## src/rtl/sbr_pkg.sv

```systemverilog
// Shared types and constants for the STX/ETX BCC reply receiver.
// No dependencies; every other file but sbr_if refers to it by scoped names.
`timescale 1ns / 1ps

package sbr_pkg;

  // Size of the reply store; the byte counter and length math follow it.
  localparam int unsigned MAX_REPLY_BYTES = 20;
  localparam int unsigned CNT_W = $clog2(MAX_REPLY_BYTES + 1);
  localparam int unsigned LEN_W = 5;
  localparam int unsigned EXT_W = (CNT_W > LEN_W) ? CNT_W : LEN_W;

  // Command queue between front and back.
  localparam int unsigned QUEUE_DEPTH = 2;
  localparam int unsigned QPTR_W = (QUEUE_DEPTH > 1) ? $clog2(QUEUE_DEPTH) : 1;
  localparam int unsigned QCNT_W = $clog2(QUEUE_DEPTH + 1);

  // Reply layout.
  localparam int unsigned NUM_DIGITS = 8;
  localparam int unsigned CMD1_IDX = 1;
  localparam int unsigned CMD2_IDX = 2;
  localparam int unsigned DIGIT_BASE = 3;
  localparam int unsigned DC_MAX = 9;
  localparam int unsigned DC_PAD = 5;
  localparam int unsigned LEN_SHORT = 11;
  localparam int unsigned LEN_LONG = 13;

  // Configuration port.
  localparam int unsigned PADDR_W = 4;
  localparam int unsigned PDATA_W = 32;

  localparam logic [7:0] BYTE_STX = 8'h02;
  localparam logic [7:0] BYTE_ETX = 8'h03;
  localparam logic [7:0] BYTE_ACK = 8'h06;
  localparam logic [7:0] BYTE_NACK = 8'h15;

  localparam logic [3:0] DIGIT_COUNT_RST = 4'd8;
  localparam logic [15:0] TIMEOUT_RST = 16'd40;

  typedef enum logic [1:0] {
    OP_START = 2'd0,
    OP_BYTE  = 2'd1,
    OP_TICK  = 2'd2
  } op_e;

  typedef enum logic [1:0] {
    REG_DIGIT_COUNT = 2'd0,
    REG_CMD_ONE     = 2'd1,
    REG_CMD_TWO     = 2'd2,
    REG_TIMEOUT     = 2'd3
  } reg_e;

  typedef enum logic [2:0] {
    ST_DATA     = 3'd0,
    ST_ACK      = 3'd1,
    ST_NACK     = 3'd2,
    ST_CHECK    = 3'd3,
    ST_FORMAT   = 3'd4,
    ST_TIMEOUT  = 3'd5,
    ST_OVERFLOW = 3'd6
  } status_e;

  // Classified item as it travels through the queue.
  typedef struct packed {
    op_e        kind;
    logic [7:0] data;
    logic       is_stx;
    logic       is_etx;
    logic       is_ack;
    logic       is_nack;
  } cmd_t;

  typedef struct packed {
    logic [3:0]  digit_count;
    logic [7:0]  cmd_one;
    logic [7:0]  cmd_two;
    logic [15:0] timeout;
  } cfg_t;

endpackage

```

## src/rtl/sbr_if.sv

```systemverilog
// Valid/ready channel interfaces for the reply receiver's input and result items.
// Depends on nothing.
`timescale 1ns / 1ps

interface sbr_in_if;
  logic       valid;
  logic       ready;
  logic [1:0] op;
  logic [7:0] rx_byte;

  modport source (output valid, output op, output rx_byte, input ready);
  modport sink (input valid, input op, input rx_byte, output ready);
endinterface

interface sbr_out_if;
  logic       valid;
  logic       ready;
  logic [2:0] status;
  logic [4:0] frame_length;
  logic [7:0] digit_a;
  logic [7:0] digit_b;
  logic [7:0] digit_c;
  logic [7:0] digit_d;
  logic [7:0] digit_e;
  logic [7:0] digit_f;
  logic [7:0] digit_g;
  logic [7:0] digit_h;

  modport source (output valid, output status, output frame_length,
                  output digit_a, output digit_b, output digit_c, output digit_d,
                  output digit_e, output digit_f, output digit_g, output digit_h,
                  input ready);
  modport sink (input valid, input status, input frame_length,
                input digit_a, input digit_b, input digit_c, input digit_d,
                input digit_e, input digit_f, input digit_g, input digit_h,
                output ready);
endinterface

```

## src/rtl/sbr_front.sv

```systemverilog
// Front end: accepts input items and classifies them into queue commands.
// Depends on sbr_pkg and sbr_if.
`timescale 1ns / 1ps

module sbr_front (
  sbr_in_if.sink       in_ch,
  input  logic         full_i,
  output logic         push_o,
  output sbr_pkg::cmd_t cmd_o
);

  logic known_op;

  assign in_ch.ready = !full_i;

  always_comb begin
    cmd_o.data    = in_ch.rx_byte;
    cmd_o.is_stx  = (in_ch.rx_byte == sbr_pkg::BYTE_STX);
    cmd_o.is_etx  = (in_ch.rx_byte == sbr_pkg::BYTE_ETX);
    cmd_o.is_ack  = (in_ch.rx_byte == sbr_pkg::BYTE_ACK);
    cmd_o.is_nack = (in_ch.rx_byte == sbr_pkg::BYTE_NACK);
    known_op      = 1'b1;
    cmd_o.kind    = sbr_pkg::OP_START;
    unique case (in_ch.op)
      sbr_pkg::OP_START: cmd_o.kind = sbr_pkg::OP_START;
      sbr_pkg::OP_BYTE:  cmd_o.kind = sbr_pkg::OP_BYTE;
      sbr_pkg::OP_TICK:  cmd_o.kind = sbr_pkg::OP_TICK;
      default:           known_op = 1'b0;  // drop the unused code
    endcase
  end

  assign push_o = in_ch.valid && !full_i && known_op;

endmodule

```

## src/rtl/sbr_queue.sv

```systemverilog
// Short command queue that decouples the front end from the back end.
// Depends on sbr_pkg.
`timescale 1ns / 1ps

module sbr_queue (
  input  logic          clk_i,
  input  logic          rst_ni,
  input  logic          push_i,
  input  sbr_pkg::cmd_t cmd_i,
  output logic          full_o,
  input  logic          pop_i,
  output logic          valid_o,
  output sbr_pkg::cmd_t cmd_o
);

  sbr_pkg::cmd_t                   mem_q [sbr_pkg::QUEUE_DEPTH];
  logic [sbr_pkg::QPTR_W-1:0]      wr_ptr_q, wr_ptr_d, rd_ptr_q, rd_ptr_d;
  logic [sbr_pkg::QCNT_W-1:0]      count_q, count_d;
  logic                            do_push, do_pop;

  assign full_o  = (count_q == sbr_pkg::QCNT_W'(sbr_pkg::QUEUE_DEPTH));
  assign valid_o = (count_q != '0);
  assign cmd_o   = mem_q[rd_ptr_q];
  assign do_push = push_i && !full_o;
  assign do_pop  = pop_i && valid_o;

  always_comb begin
    wr_ptr_d = wr_ptr_q;
    rd_ptr_d = rd_ptr_q;
    count_d  = count_q;
    if (do_push) begin
      wr_ptr_d = (wr_ptr_q == sbr_pkg::QPTR_W'(sbr_pkg::QUEUE_DEPTH - 1)) ? '0
                 : wr_ptr_q + sbr_pkg::QPTR_W'(1);
    end
    if (do_pop) begin
      rd_ptr_d = (rd_ptr_q == sbr_pkg::QPTR_W'(sbr_pkg::QUEUE_DEPTH - 1)) ? '0
                 : rd_ptr_q + sbr_pkg::QPTR_W'(1);
    end
    if (do_push && !do_pop) begin
      count_d = count_q + sbr_pkg::QCNT_W'(1);
    end else if (do_pop && !do_push) begin
      count_d = count_q - sbr_pkg::QCNT_W'(1);
    end
  end

  always_ff @(posedge clk_i or negedge rst_ni) begin
    if (!rst_ni) begin
      wr_ptr_q <= '0;
      rd_ptr_q <= '0;
      count_q  <= '0;
    end else begin
      wr_ptr_q <= wr_ptr_d;
      rd_ptr_q <= rd_ptr_d;
      count_q  <= count_d;
    end
  end

  always_ff @(posedge clk_i) begin
    if (do_push) begin
      mem_q[wr_ptr_q] <= cmd_i;
    end
  end

endmodule

```

## src/rtl/sbr_back.sv

```systemverilog
// Back end: runs the reply state, judges finished replies, holds the result register.
// Depends on sbr_pkg and sbr_if.
`timescale 1ns / 1ps

module sbr_back (
  input  logic          clk_i,
  input  logic          rst_ni,
  input  sbr_pkg::cfg_t cfg_i,
  input  logic          cmd_valid_i,
  input  sbr_pkg::cmd_t cmd_i,
  output logic          cmd_pop_o,
  sbr_out_if.source     out_ch
);

  localparam int unsigned CW = sbr_pkg::CNT_W;
  localparam int unsigned XW = sbr_pkg::EXT_W;

  // Reply state.
  logic          armed_q, armed_d;
  logic          seen_start_q, seen_start_d;
  logic          seen_end_q, seen_end_d;
  logic [CW-1:0] cnt_q, cnt_d;
  logic [7:0]    chk_q, chk_d;
  logic [15:0]   ticks_q, ticks_d;

  // Stored reply bytes that are read back: command pair and data digits.
  logic [7:0]    cmd1_q, cmd2_q;
  logic [7:0]    digits_q [sbr_pkg::NUM_DIGITS];

  // Result register.
  logic                         out_valid_q;
  sbr_pkg::status_e             status_q;
  logic [sbr_pkg::LEN_W-1:0]    len_q;
  logic [7:0]                   dig_q [sbr_pkg::NUM_DIGITS];

  logic                 emit, store_en, with_dig, start_ok, fin, lone;
  sbr_pkg::status_e     status_n;
  logic [CW-1:0]        cnt_inc, len_cnt;
  logic [XW-1:0]        n_ext, dc_ext, len_ext;

  assign cnt_inc = cnt_q + CW'(1);
  assign n_ext   = XW'(cnt_inc);
  assign dc_ext  = XW'(cfg_i.digit_count) + XW'(sbr_pkg::DC_PAD);
  assign len_ext = XW'(len_cnt);

  always_comb begin
    armed_d      = armed_q;
    seen_start_d = seen_start_q;
    seen_end_d   = seen_end_q;
    cnt_d        = cnt_q;
    chk_d        = chk_q;
    ticks_d      = ticks_q;
    emit         = 1'b0;
    store_en     = 1'b0;
    with_dig     = 1'b0;
    status_n     = sbr_pkg::ST_DATA;
    len_cnt      = cnt_q;
    start_ok     = seen_start_q || cmd_i.is_stx || cmd_i.is_ack || cmd_i.is_nack;
    fin          = seen_end_q || (!seen_start_q && (cmd_i.is_ack || cmd_i.is_nack));
    lone         = (cnt_q == '0) && (cmd_i.is_ack || cmd_i.is_nack);
    unique case (cmd_i.kind)
      sbr_pkg::OP_START: begin
        armed_d      = 1'b1;
        seen_start_d = 1'b0;
        seen_end_d   = 1'b0;
        cnt_d        = '0;
        chk_d        = '0;
        ticks_d      = '0;
      end
      sbr_pkg::OP_TICK: begin
        if (armed_q) begin
          if (ticks_q >= cfg_i.timeout) begin
            emit     = 1'b1;
            status_n = sbr_pkg::ST_TIMEOUT;
            len_cnt  = cnt_q;
            armed_d  = 1'b0;
          end else begin
            ticks_d = ticks_q + 16'd1;
          end
        end
      end
      sbr_pkg::OP_BYTE: begin
        if (armed_q && start_ok) begin
          seen_start_d = 1'b1;
          if (cnt_q >= CW'(sbr_pkg::MAX_REPLY_BYTES)) begin
            emit     = 1'b1;
            status_n = sbr_pkg::ST_OVERFLOW;
            len_cnt  = CW'(sbr_pkg::MAX_REPLY_BYTES);
            armed_d  = 1'b0;
          end else begin
            store_en = 1'b1;
            cnt_d    = cnt_inc;
            if (!fin && (cnt_q != '0)) begin
              chk_d = chk_q ^ cmd_i.data;
            end
            if (cnt_inc >= CW'(sbr_pkg::MAX_REPLY_BYTES)) begin
              emit     = 1'b1;
              status_n = sbr_pkg::ST_OVERFLOW;
              len_cnt  = CW'(sbr_pkg::MAX_REPLY_BYTES);
              armed_d  = 1'b0;
            end else if (!fin) begin
              seen_end_d = cmd_i.is_etx;
            end else begin
              emit    = 1'b1;
              len_cnt = cnt_inc;
              armed_d = 1'b0;
              // Judge in order: length and check byte, digit count, lone ACK/NACK, frame fit.
              priority if (!lone && !((n_ext == XW'(sbr_pkg::LEN_SHORT)) ||
                                      (n_ext == XW'(sbr_pkg::LEN_LONG)) ) ) begin
                status_n = sbr_pkg::ST_CHECK;
              end else if (!lone && (chk_q != cmd_i.data)) begin
                status_n = sbr_pkg::ST_CHECK;
              end else if ((cfg_i.digit_count == 4'd0) ||
                           (cfg_i.digit_count > 4'(sbr_pkg::DC_MAX))) begin
                status_n = sbr_pkg::ST_FORMAT;
              end else if (lone) begin
                status_n = cmd_i.is_nack ? sbr_pkg::ST_NACK : sbr_pkg::ST_ACK;
              end else if (n_ext != dc_ext) begin
                status_n = sbr_pkg::ST_FORMAT;
              end else if ((cmd1_q != cfg_i.cmd_one) || (cmd2_q != cfg_i.cmd_two)) begin
                status_n = sbr_pkg::ST_FORMAT;
              end else begin
                status_n = sbr_pkg::ST_DATA;
                with_dig = 1'b1;
              end
            end
          end
        end
      end
      default: ;
    endcase
  end

  // Take a command unless it produces a result while the result register is held.
  assign cmd_pop_o = cmd_valid_i && (!emit || !out_valid_q || out_ch.ready);

  always_ff @(posedge clk_i or negedge rst_ni) begin
    if (!rst_ni) begin
      armed_q      <= 1'b0;
      seen_start_q <= 1'b0;
      seen_end_q   <= 1'b0;
      cnt_q        <= '0;
      chk_q        <= '0;
      ticks_q      <= '0;
      out_valid_q  <= 1'b0;
    end else begin
      if (cmd_pop_o) begin
        armed_q      <= armed_d;
        seen_start_q <= seen_start_d;
        seen_end_q   <= seen_end_d;
        cnt_q        <= cnt_d;
        chk_q        <= chk_d;
        ticks_q      <= ticks_d;
      end
      if (cmd_pop_o && emit) begin
        out_valid_q <= 1'b1;
      end else if (out_ch.ready) begin
        out_valid_q <= 1'b0;
      end
    end
  end

  // Store bytes at the fixed places that are read back.
  always_ff @(posedge clk_i) begin
    if (cmd_pop_o && store_en) begin
      if (cnt_q == CW'(sbr_pkg::CMD1_IDX)) begin
        cmd1_q <= cmd_i.data;
      end
      if (cnt_q == CW'(sbr_pkg::CMD2_IDX)) begin
        cmd2_q <= cmd_i.data;
      end
      for (int k = 0; k < sbr_pkg::NUM_DIGITS; k++) begin
        if (cnt_q == CW'(sbr_pkg::DIGIT_BASE + k)) begin
          digits_q[k] <= cmd_i.data;
        end
      end
    end
  end

  always_ff @(posedge clk_i) begin
    if (cmd_pop_o && emit) begin
      status_q <= status_n;
      len_q    <= len_ext[sbr_pkg::LEN_W-1:0];
      for (int k = 0; k < sbr_pkg::NUM_DIGITS; k++) begin
        dig_q[k] <= (with_dig && (4'(k) < cfg_i.digit_count)) ? digits_q[k] : 8'd0;
      end
    end
  end

  assign out_ch.valid        = out_valid_q;
  assign out_ch.status       = status_q;
  assign out_ch.frame_length = len_q;
  assign out_ch.digit_a      = dig_q[0];
  assign out_ch.digit_b      = dig_q[1];
  assign out_ch.digit_c      = dig_q[2];
  assign out_ch.digit_d      = dig_q[3];
  assign out_ch.digit_e      = dig_q[4];
  assign out_ch.digit_f      = dig_q[5];
  assign out_ch.digit_g      = dig_q[6];
  assign out_ch.digit_h      = dig_q[7];

endmodule

```

## src/rtl/stx_etx_bcc_reply_receiver.sv

```systemverilog
// Top level of the STX/ETX reply receiver: configuration registers and the
// front end, command queue and back end. Depends on sbr_pkg, sbr_if and the sbr_* modules.
`timescale 1ns / 1ps

// The receiver takes one item per clock cycle on in_ch (start, received byte
// or tick) while its command queue is not full, and sends one result item on
// out_ch when a reply finishes: a lone ACK/NACK, a framed reply closed by its
// check byte, a timeout on a tick, or a full store. An item is classified in
// the front end and written into a two-entry command queue at the edge that
// accepts it; the back end takes it from the queue and loads the result
// register. The sustained rate is one item per cycle, set by the back end,
// which retires one queue entry a cycle; while a result waits in the output
// register, items that cause no result keep flowing and only an item that
// would produce a second result holds the queue. Registers sit on the APB
// port at byte addresses 0 (digit count), 4 and 8 (command pair) and 12
// (timeout ticks); pready is always high, and writes belong to idle periods.
module stx_etx_bcc_reply_receiver (
  input  logic                         clk_i,
  input  logic                         rst_ni,
  sbr_in_if.sink                       in_ch,
  sbr_out_if.source                    out_ch,
  input  logic                         psel,
  input  logic                         penable,
  input  logic                         pwrite,
  input  logic [sbr_pkg::PADDR_W-1:0]  paddr,
  input  logic [sbr_pkg::PDATA_W-1:0]  pwdata,
  output logic [sbr_pkg::PDATA_W-1:0]  prdata,
  output logic                         pready
);

  sbr_pkg::cfg_t  cfg_q;
  sbr_pkg::cmd_t  push_cmd, pop_cmd;
  sbr_pkg::reg_e  reg_sel;
  logic           push, full, pop, pending, cfg_wr;

  // Configuration registers: word index from paddr, written on the access cycle.
  assign pready  = 1'b1;
  assign cfg_wr  = psel && penable && pwrite;
  assign reg_sel = sbr_pkg::reg_e'(paddr[3:2]);

  always_ff @(posedge clk_i or negedge rst_ni) begin
    if (!rst_ni) begin
      cfg_q.digit_count <= sbr_pkg::DIGIT_COUNT_RST;
      cfg_q.cmd_one     <= '0;
      cfg_q.cmd_two     <= '0;
      cfg_q.timeout     <= sbr_pkg::TIMEOUT_RST;
    end else if (cfg_wr) begin
      unique case (reg_sel)
        sbr_pkg::REG_DIGIT_COUNT: cfg_q.digit_count <= pwdata[3:0];
        sbr_pkg::REG_CMD_ONE:     cfg_q.cmd_one     <= pwdata[7:0];
        sbr_pkg::REG_CMD_TWO:     cfg_q.cmd_two     <= pwdata[7:0];
        sbr_pkg::REG_TIMEOUT:     cfg_q.timeout     <= pwdata[15:0];
        default: ;
      endcase
    end
  end

  always_comb begin
    prdata = '0;
    unique case (reg_sel)
      sbr_pkg::REG_DIGIT_COUNT: prdata = sbr_pkg::PDATA_W'(cfg_q.digit_count);
      sbr_pkg::REG_CMD_ONE:     prdata = sbr_pkg::PDATA_W'(cfg_q.cmd_one);
      sbr_pkg::REG_CMD_TWO:     prdata = sbr_pkg::PDATA_W'(cfg_q.cmd_two);
      sbr_pkg::REG_TIMEOUT:     prdata = sbr_pkg::PDATA_W'(cfg_q.timeout);
      default: ;
    endcase
  end

  // Classify items; drop the unused op code here.
  sbr_front u_front (
    .in_ch  (in_ch),
    .full_i (full),
    .push_o (push),
    .cmd_o  (push_cmd)
  );

  // Hold classified items so the two sides stall independently.
  sbr_queue u_queue (
    .clk_i   (clk_i),
    .rst_ni  (rst_ni),
    .push_i  (push),
    .cmd_i   (push_cmd),
    .full_o  (full),
    .pop_i   (pop),
    .valid_o (pending),
    .cmd_o   (pop_cmd)
  );

  // Advance the reply state and register results.
  sbr_back u_back (
    .clk_i       (clk_i),
    .rst_ni      (rst_ni),
    .cfg_i       (cfg_q),
    .cmd_valid_i (pending),
    .cmd_i       (pop_cmd),
    .cmd_pop_o   (pop),
    .out_ch      (out_ch)
  );

endmodule

```

## src/flat_wrapper.sv

```systemverilog
// flat-port wrapper written by rule: the top's interface ports become plain ports
module stx_etx_bcc_reply_receiver_flat 
  (clk_i, rst_ni, psel, penable, pwrite, paddr, pwdata, prdata, pready, in_ch_valid, in_ch_op, in_ch_rx_byte, in_ch_ready, out_ch_valid, out_ch_status, out_ch_frame_length, out_ch_digit_a, out_ch_digit_b, out_ch_digit_c, out_ch_digit_d, out_ch_digit_e, out_ch_digit_f, out_ch_digit_g, out_ch_digit_h, out_ch_ready);
  sbr_in_if in_ch_i ();
  sbr_out_if out_ch_i ();
  input  logic clk_i;
  input  logic rst_ni;
  input  logic psel;
  input  logic penable;
  input  logic pwrite;
  input  logic [sbr_pkg::PADDR_W-1:0] paddr;
  input  logic [sbr_pkg::PDATA_W-1:0] pwdata;
  output logic [sbr_pkg::PDATA_W-1:0] prdata;
  output logic pready;
  input wire logic [$bits(in_ch_i.valid)-1:0] in_ch_valid;
  input wire logic [$bits(in_ch_i.op)-1:0] in_ch_op;
  input wire logic [$bits(in_ch_i.rx_byte)-1:0] in_ch_rx_byte;
  output wire logic [$bits(in_ch_i.ready)-1:0] in_ch_ready;
  output wire logic [$bits(out_ch_i.valid)-1:0] out_ch_valid;
  output wire logic [$bits(out_ch_i.status)-1:0] out_ch_status;
  output wire logic [$bits(out_ch_i.frame_length)-1:0] out_ch_frame_length;
  output wire logic [$bits(out_ch_i.digit_a)-1:0] out_ch_digit_a;
  output wire logic [$bits(out_ch_i.digit_b)-1:0] out_ch_digit_b;
  output wire logic [$bits(out_ch_i.digit_c)-1:0] out_ch_digit_c;
  output wire logic [$bits(out_ch_i.digit_d)-1:0] out_ch_digit_d;
  output wire logic [$bits(out_ch_i.digit_e)-1:0] out_ch_digit_e;
  output wire logic [$bits(out_ch_i.digit_f)-1:0] out_ch_digit_f;
  output wire logic [$bits(out_ch_i.digit_g)-1:0] out_ch_digit_g;
  output wire logic [$bits(out_ch_i.digit_h)-1:0] out_ch_digit_h;
  input wire logic [$bits(out_ch_i.ready)-1:0] out_ch_ready;
  assign in_ch_i.valid = in_ch_valid;
  assign in_ch_i.op = in_ch_op;
  assign in_ch_i.rx_byte = in_ch_rx_byte;
  assign in_ch_ready = in_ch_i.ready;
  assign out_ch_valid = out_ch_i.valid;
  assign out_ch_status = out_ch_i.status;
  assign out_ch_frame_length = out_ch_i.frame_length;
  assign out_ch_digit_a = out_ch_i.digit_a;
  assign out_ch_digit_b = out_ch_i.digit_b;
  assign out_ch_digit_c = out_ch_i.digit_c;
  assign out_ch_digit_d = out_ch_i.digit_d;
  assign out_ch_digit_e = out_ch_i.digit_e;
  assign out_ch_digit_f = out_ch_i.digit_f;
  assign out_ch_digit_g = out_ch_i.digit_g;
  assign out_ch_digit_h = out_ch_i.digit_h;
  assign out_ch_i.ready = out_ch_ready;
  stx_etx_bcc_reply_receiver u_core (.clk_i(clk_i), .rst_ni(rst_ni), .in_ch(in_ch_i), .out_ch(out_ch_i), .psel(psel), .penable(penable), .pwrite(pwrite), .paddr(paddr), .pwdata(pwdata), .prdata(prdata), .pready(pready));
endmodule
```

## config.mk

```make
export PLATFORM = sky130hd
export DESIGN_NAME = stx_etx_bcc_reply_receiver_flat
export DESIGN_NICKNAME = d
export VERILOG_FILES = /design/src/rtl/sbr_pkg.sv /design/src/rtl/sbr_if.sv /design/src/rtl/sbr_front.sv /design/src/rtl/sbr_queue.sv /design/src/rtl/sbr_back.sv /design/src/rtl/stx_etx_bcc_reply_receiver.sv /design/src/flat_wrapper.sv
export SDC_FILE = /design/constraint.sdc
export NUM_CORES = 1
export LEC_CHECK = 0
export ABC_AREA = 1
export BUFFER_PORTS_ARGS = -buffer_cell sky130_fd_sc_hd__buf_2
export CAP_MARGIN = 20
export CORE_MARGIN = 10
export CORE_UTILIZATION = 64
export CTS_BUF_LIST = sky130_fd_sc_hd__clkbuf_8
export DETAILED_ROUTE_END_ITERATION = 16
export PLACE_DENSITY = 0.88
export SLEW_MARGIN = 10
export SYNTH_ARGS = -nofsm -noshare
export SYNTH_HDL_FRONTEND = slang
export SYNTH_SLANG_ARGS = --single-unit
```

## constraint.sdc

```tcl
create_clock -name clk_i -period 6.55 [get_ports clk_i]
set_clock_uncertainty 0.05 [all_clocks]
set_input_delay 0.3275 -clock clk_i [delete_from_list [all_inputs] [get_ports clk_i]]
set_output_delay 0.3275 -clock clk_i [all_outputs]
set_load 0.02 [all_outputs]
```

==> metrics.txt <==
result of the run completed; first-pass GRT wire length 43,200 um; Setup Crit Path Kind flop to flop; Port-buffer cells 124; register area 7240 um2; Layout Cell Area excl Fill 13,300 um2; insertion delay to the later sink of the worst-skew pair 0.55 ns; initial antenna violation count 1; DP Wirelength 18,600 um; Max FO, Critical Path 15; Worst setup EP type flop; Final period util 66.8%; Worst Max-Slew Pin Slew 0.961 ns; Setup crit start kind flop; die area 23,800 um2; grt ovf 0; Core Region 17,800 um2; layout overhead on the synthesized area 15.2%; Initial Util 64.8%; CTS H-tree lvls 2; Via density 5.46; count leader, synth nand2_1; Maximum Capacitance Violations 0; post-CTS setup repair buffer count 0; Die H 154 um; top cell type's share of synthesized area 46.7%; Post-Syn Area 11,600 um2; fin. max-slew vios 0; Synth area leaders edfxtp_1 47%, dfrtp_1 15%, nand2_1 9.1%, inv_1 5.9%, nor2_1 5.0%; CTS Buf Count 41; WL/cell 17.0 um; Syn Area/Cell 9.88 um2; Hold Fails Final Rpt 0; multi-input logic area 3420 um2; type of the worst min-delay path primary input to flop; Post-Syn Instances 1,170; Pleak 6.14 nW; placed cell area 12,300 um2; Commonest cells post-synth 281 x nand2_1, 183 x inv_1, 180 x edfxtp_1, 155 x nor2_1, 70 x dfrtp_1; Distinct cells, synth 42; Arr. time, crit path 4.49 ns; Worst Path Required 6.67 ns; Tot GR Track Use 22.3%; slowest stage delay, CP 0.68 ns; DRC viols 0; register area share after synthesis 62.6%; Total Wirelength 27,100 um; yosys synthesis warning count 0; Crit-path slowest cell nor2_1; DR vias 8,702; Setup-failing EPs final 0; GPL Wtd Cong 0.948; setup TNS 0 ns; vias in the first global route 8,557; Synth area leader edfxtp_1; DRT iter0 DRCs 910; root buf cell clkbuf_8; CTS tree built; CTS Sinks 253; Fill cells 1,145; clock-pin slew on the worst setup and hold paths 0.06 ns; Pre-antenna DRT Iters 6; nets@finish 1,416; crit path cell chain inv_2 > or2_2 > o21ai_0 > inv_1 > ha_1 > nand3_1 > nor2_1 > nand2_1 > nand2_1 > nand2_2 > nand2_4 > inv_1 > nand3_1 > nor2_1; Max VDD drop 0.000287 V; Post-synth EDFFs 180; ys flop type edfxtp_1; P per Cell Area 358 nW/um2; Period minus WS final 4.38 ns; register bit total from synthesis 253; largest net degree at the start of global routing 74; Die Span X 154 um; Clock Path Buffers 3; FP Rows 49; setup repair after global routing missed its margin no; ANT nets after route 0; ys async rst share 28.9%; FMAX 228 MHz; layout cell share with drive strength beyond 1 16.0%; Slew headroom 35.8%; I/O pins 160
final timing paths:
| path | slack, ns | startpoint | end | depth (start not counted) |
|---|---|---|---|---|
| setup reg to reg | 2.17 | u_core.u_queue.rd_ptr_q | u_core.u_back.digits_q[0][16] | 14 |
| hold reg to reg | 0.44 | u_core.u_back.seen_end_q | u_core.u_back.seen_end_q | 2 |
| max in group asynchronous | 5.31 | rst_ni | u_core.cfg_q[25] | 3 |
| hold / removal | 0.02 | pwdata[5] | u_core.cfg_q[5] | 3 |
| min in group asynchronous | 0.52 | rst_ni | u_core.cfg_q[12] | 3 |
| setup / recovery | 2.17 | u_core.u_queue.rd_ptr_q | u_core.u_back.digits_q[0][16] | 14 |
critical path, delay by kind of cell, from the launching register on:
family / cells / cell delay (ns)
and+or+nand+nor: 9 / 2.10
DFF: 1 / 0.64
buffers and inverters: 3 / 0.63
adders and majority gates: 1 / 0.41
AOI/OAI and AO/OA: 1 / 0.15
state kept, by name, indices dropped and copies added, names as in the netlist, 2 cells and up:
register                           count
u_core.u_back.cmd2_q                   8
u_core.cfg_q                          36
u_core.u_back.cnt_q                    5
u_core.u_back.dig_q                   64
u_core.u_back.out_ch.frame_length      5
u_core.u_back.ticks_q                 16
u_core.u_back.chk_q                    8
u_core.u_back.out_ch.status            3
u_core.u_queue.mem_q                  28
u_core.u_queue.count_q                 2
u_core.u_back.cmd1_q                   8
u_core.u_back.digits_q                64
metrics by stage:
step                      hold slack, ns  setup WS [ns]  utilization [%]  std cells  power [mW]
after floorplan                  -0.0181           2.52                -       1185        3.00
after global placement             0.404           2.10             68.8       1501        3.30
after detailed placement           0.423           1.95             68.9       1502        3.37
after CTS                       0.000596           1.90             74.5       1592        4.76
after global routing              0.0209           1.81             74.6       1595        5.01
final                             0.0197           2.17             74.6       1595        4.77
per-layer routing:
metal / GRT usage [%] / part of all wire [%] / vias up
met2: 39.0 / 52 / 391
met1: 26.2 / 38 / 4126
met5: 0 / 0 / -
met4: 9.00 / 3.5 / 0
li1: - / - / 4096
met3: 4.74 / 6.9 / 89
cell families (layout without fill, tap and decap cells):
kind of cell    count (synthesis)  after routing  synth area share [%]
simple gates                  527            527                  19.0
flops                         253            253                  62.6
buf+inv                       227            407                  8.34
compound gates                114            114                  5.50
fa+ha+maj                      29             29                  3.14
xor+xnor                       18             18                  1.36
other cells                     2             18                0.0650
report_power, final:
part	leakage (nW)	switching, mW	internal [mW]
combinational	3.14	0.907	0.345
sequential	2.52	0.132	1.99
clock	0.481	0.623	0.766
area by class of cell:
| cell class | count | share of cell area, % |
|---|---|---|
| timing repair buffer | 145 | 6.27 |
| multi-input combinational | 705 | 25.7 |
| clock buffer | 46 | 4.75 |
| tap | 229 | 2.15 |
| clock inverter | 28 | 1.50 |
| sequential | 253 | 54.3 |
| antenna | 1 | 0.0188 |
| inverter | 188 | 5.30 |
repair_timing:
item                                   4_1_cts  5_1_grt
gates resized for setup                      0        0
endpoints found under the hold margin       39        0
hold buffers                                16        0
cell usage in the layout, fill, tap and decap left out, types with 16 or more instances in the layout:
cell and n:
ha_1 29, inv_1 194, edfxtp_1 180, o21ai_0 51, conb_1 17, dfrtp_1 70
nor2_1 155, buf_2 124, nand3_1 43, clkbuf_8 46, nand4_1 17, a21oi_1 40
nand2_1 281, dlygate4sd3_1 16
No activity file was read; power rests on OpenSTA's default activity.
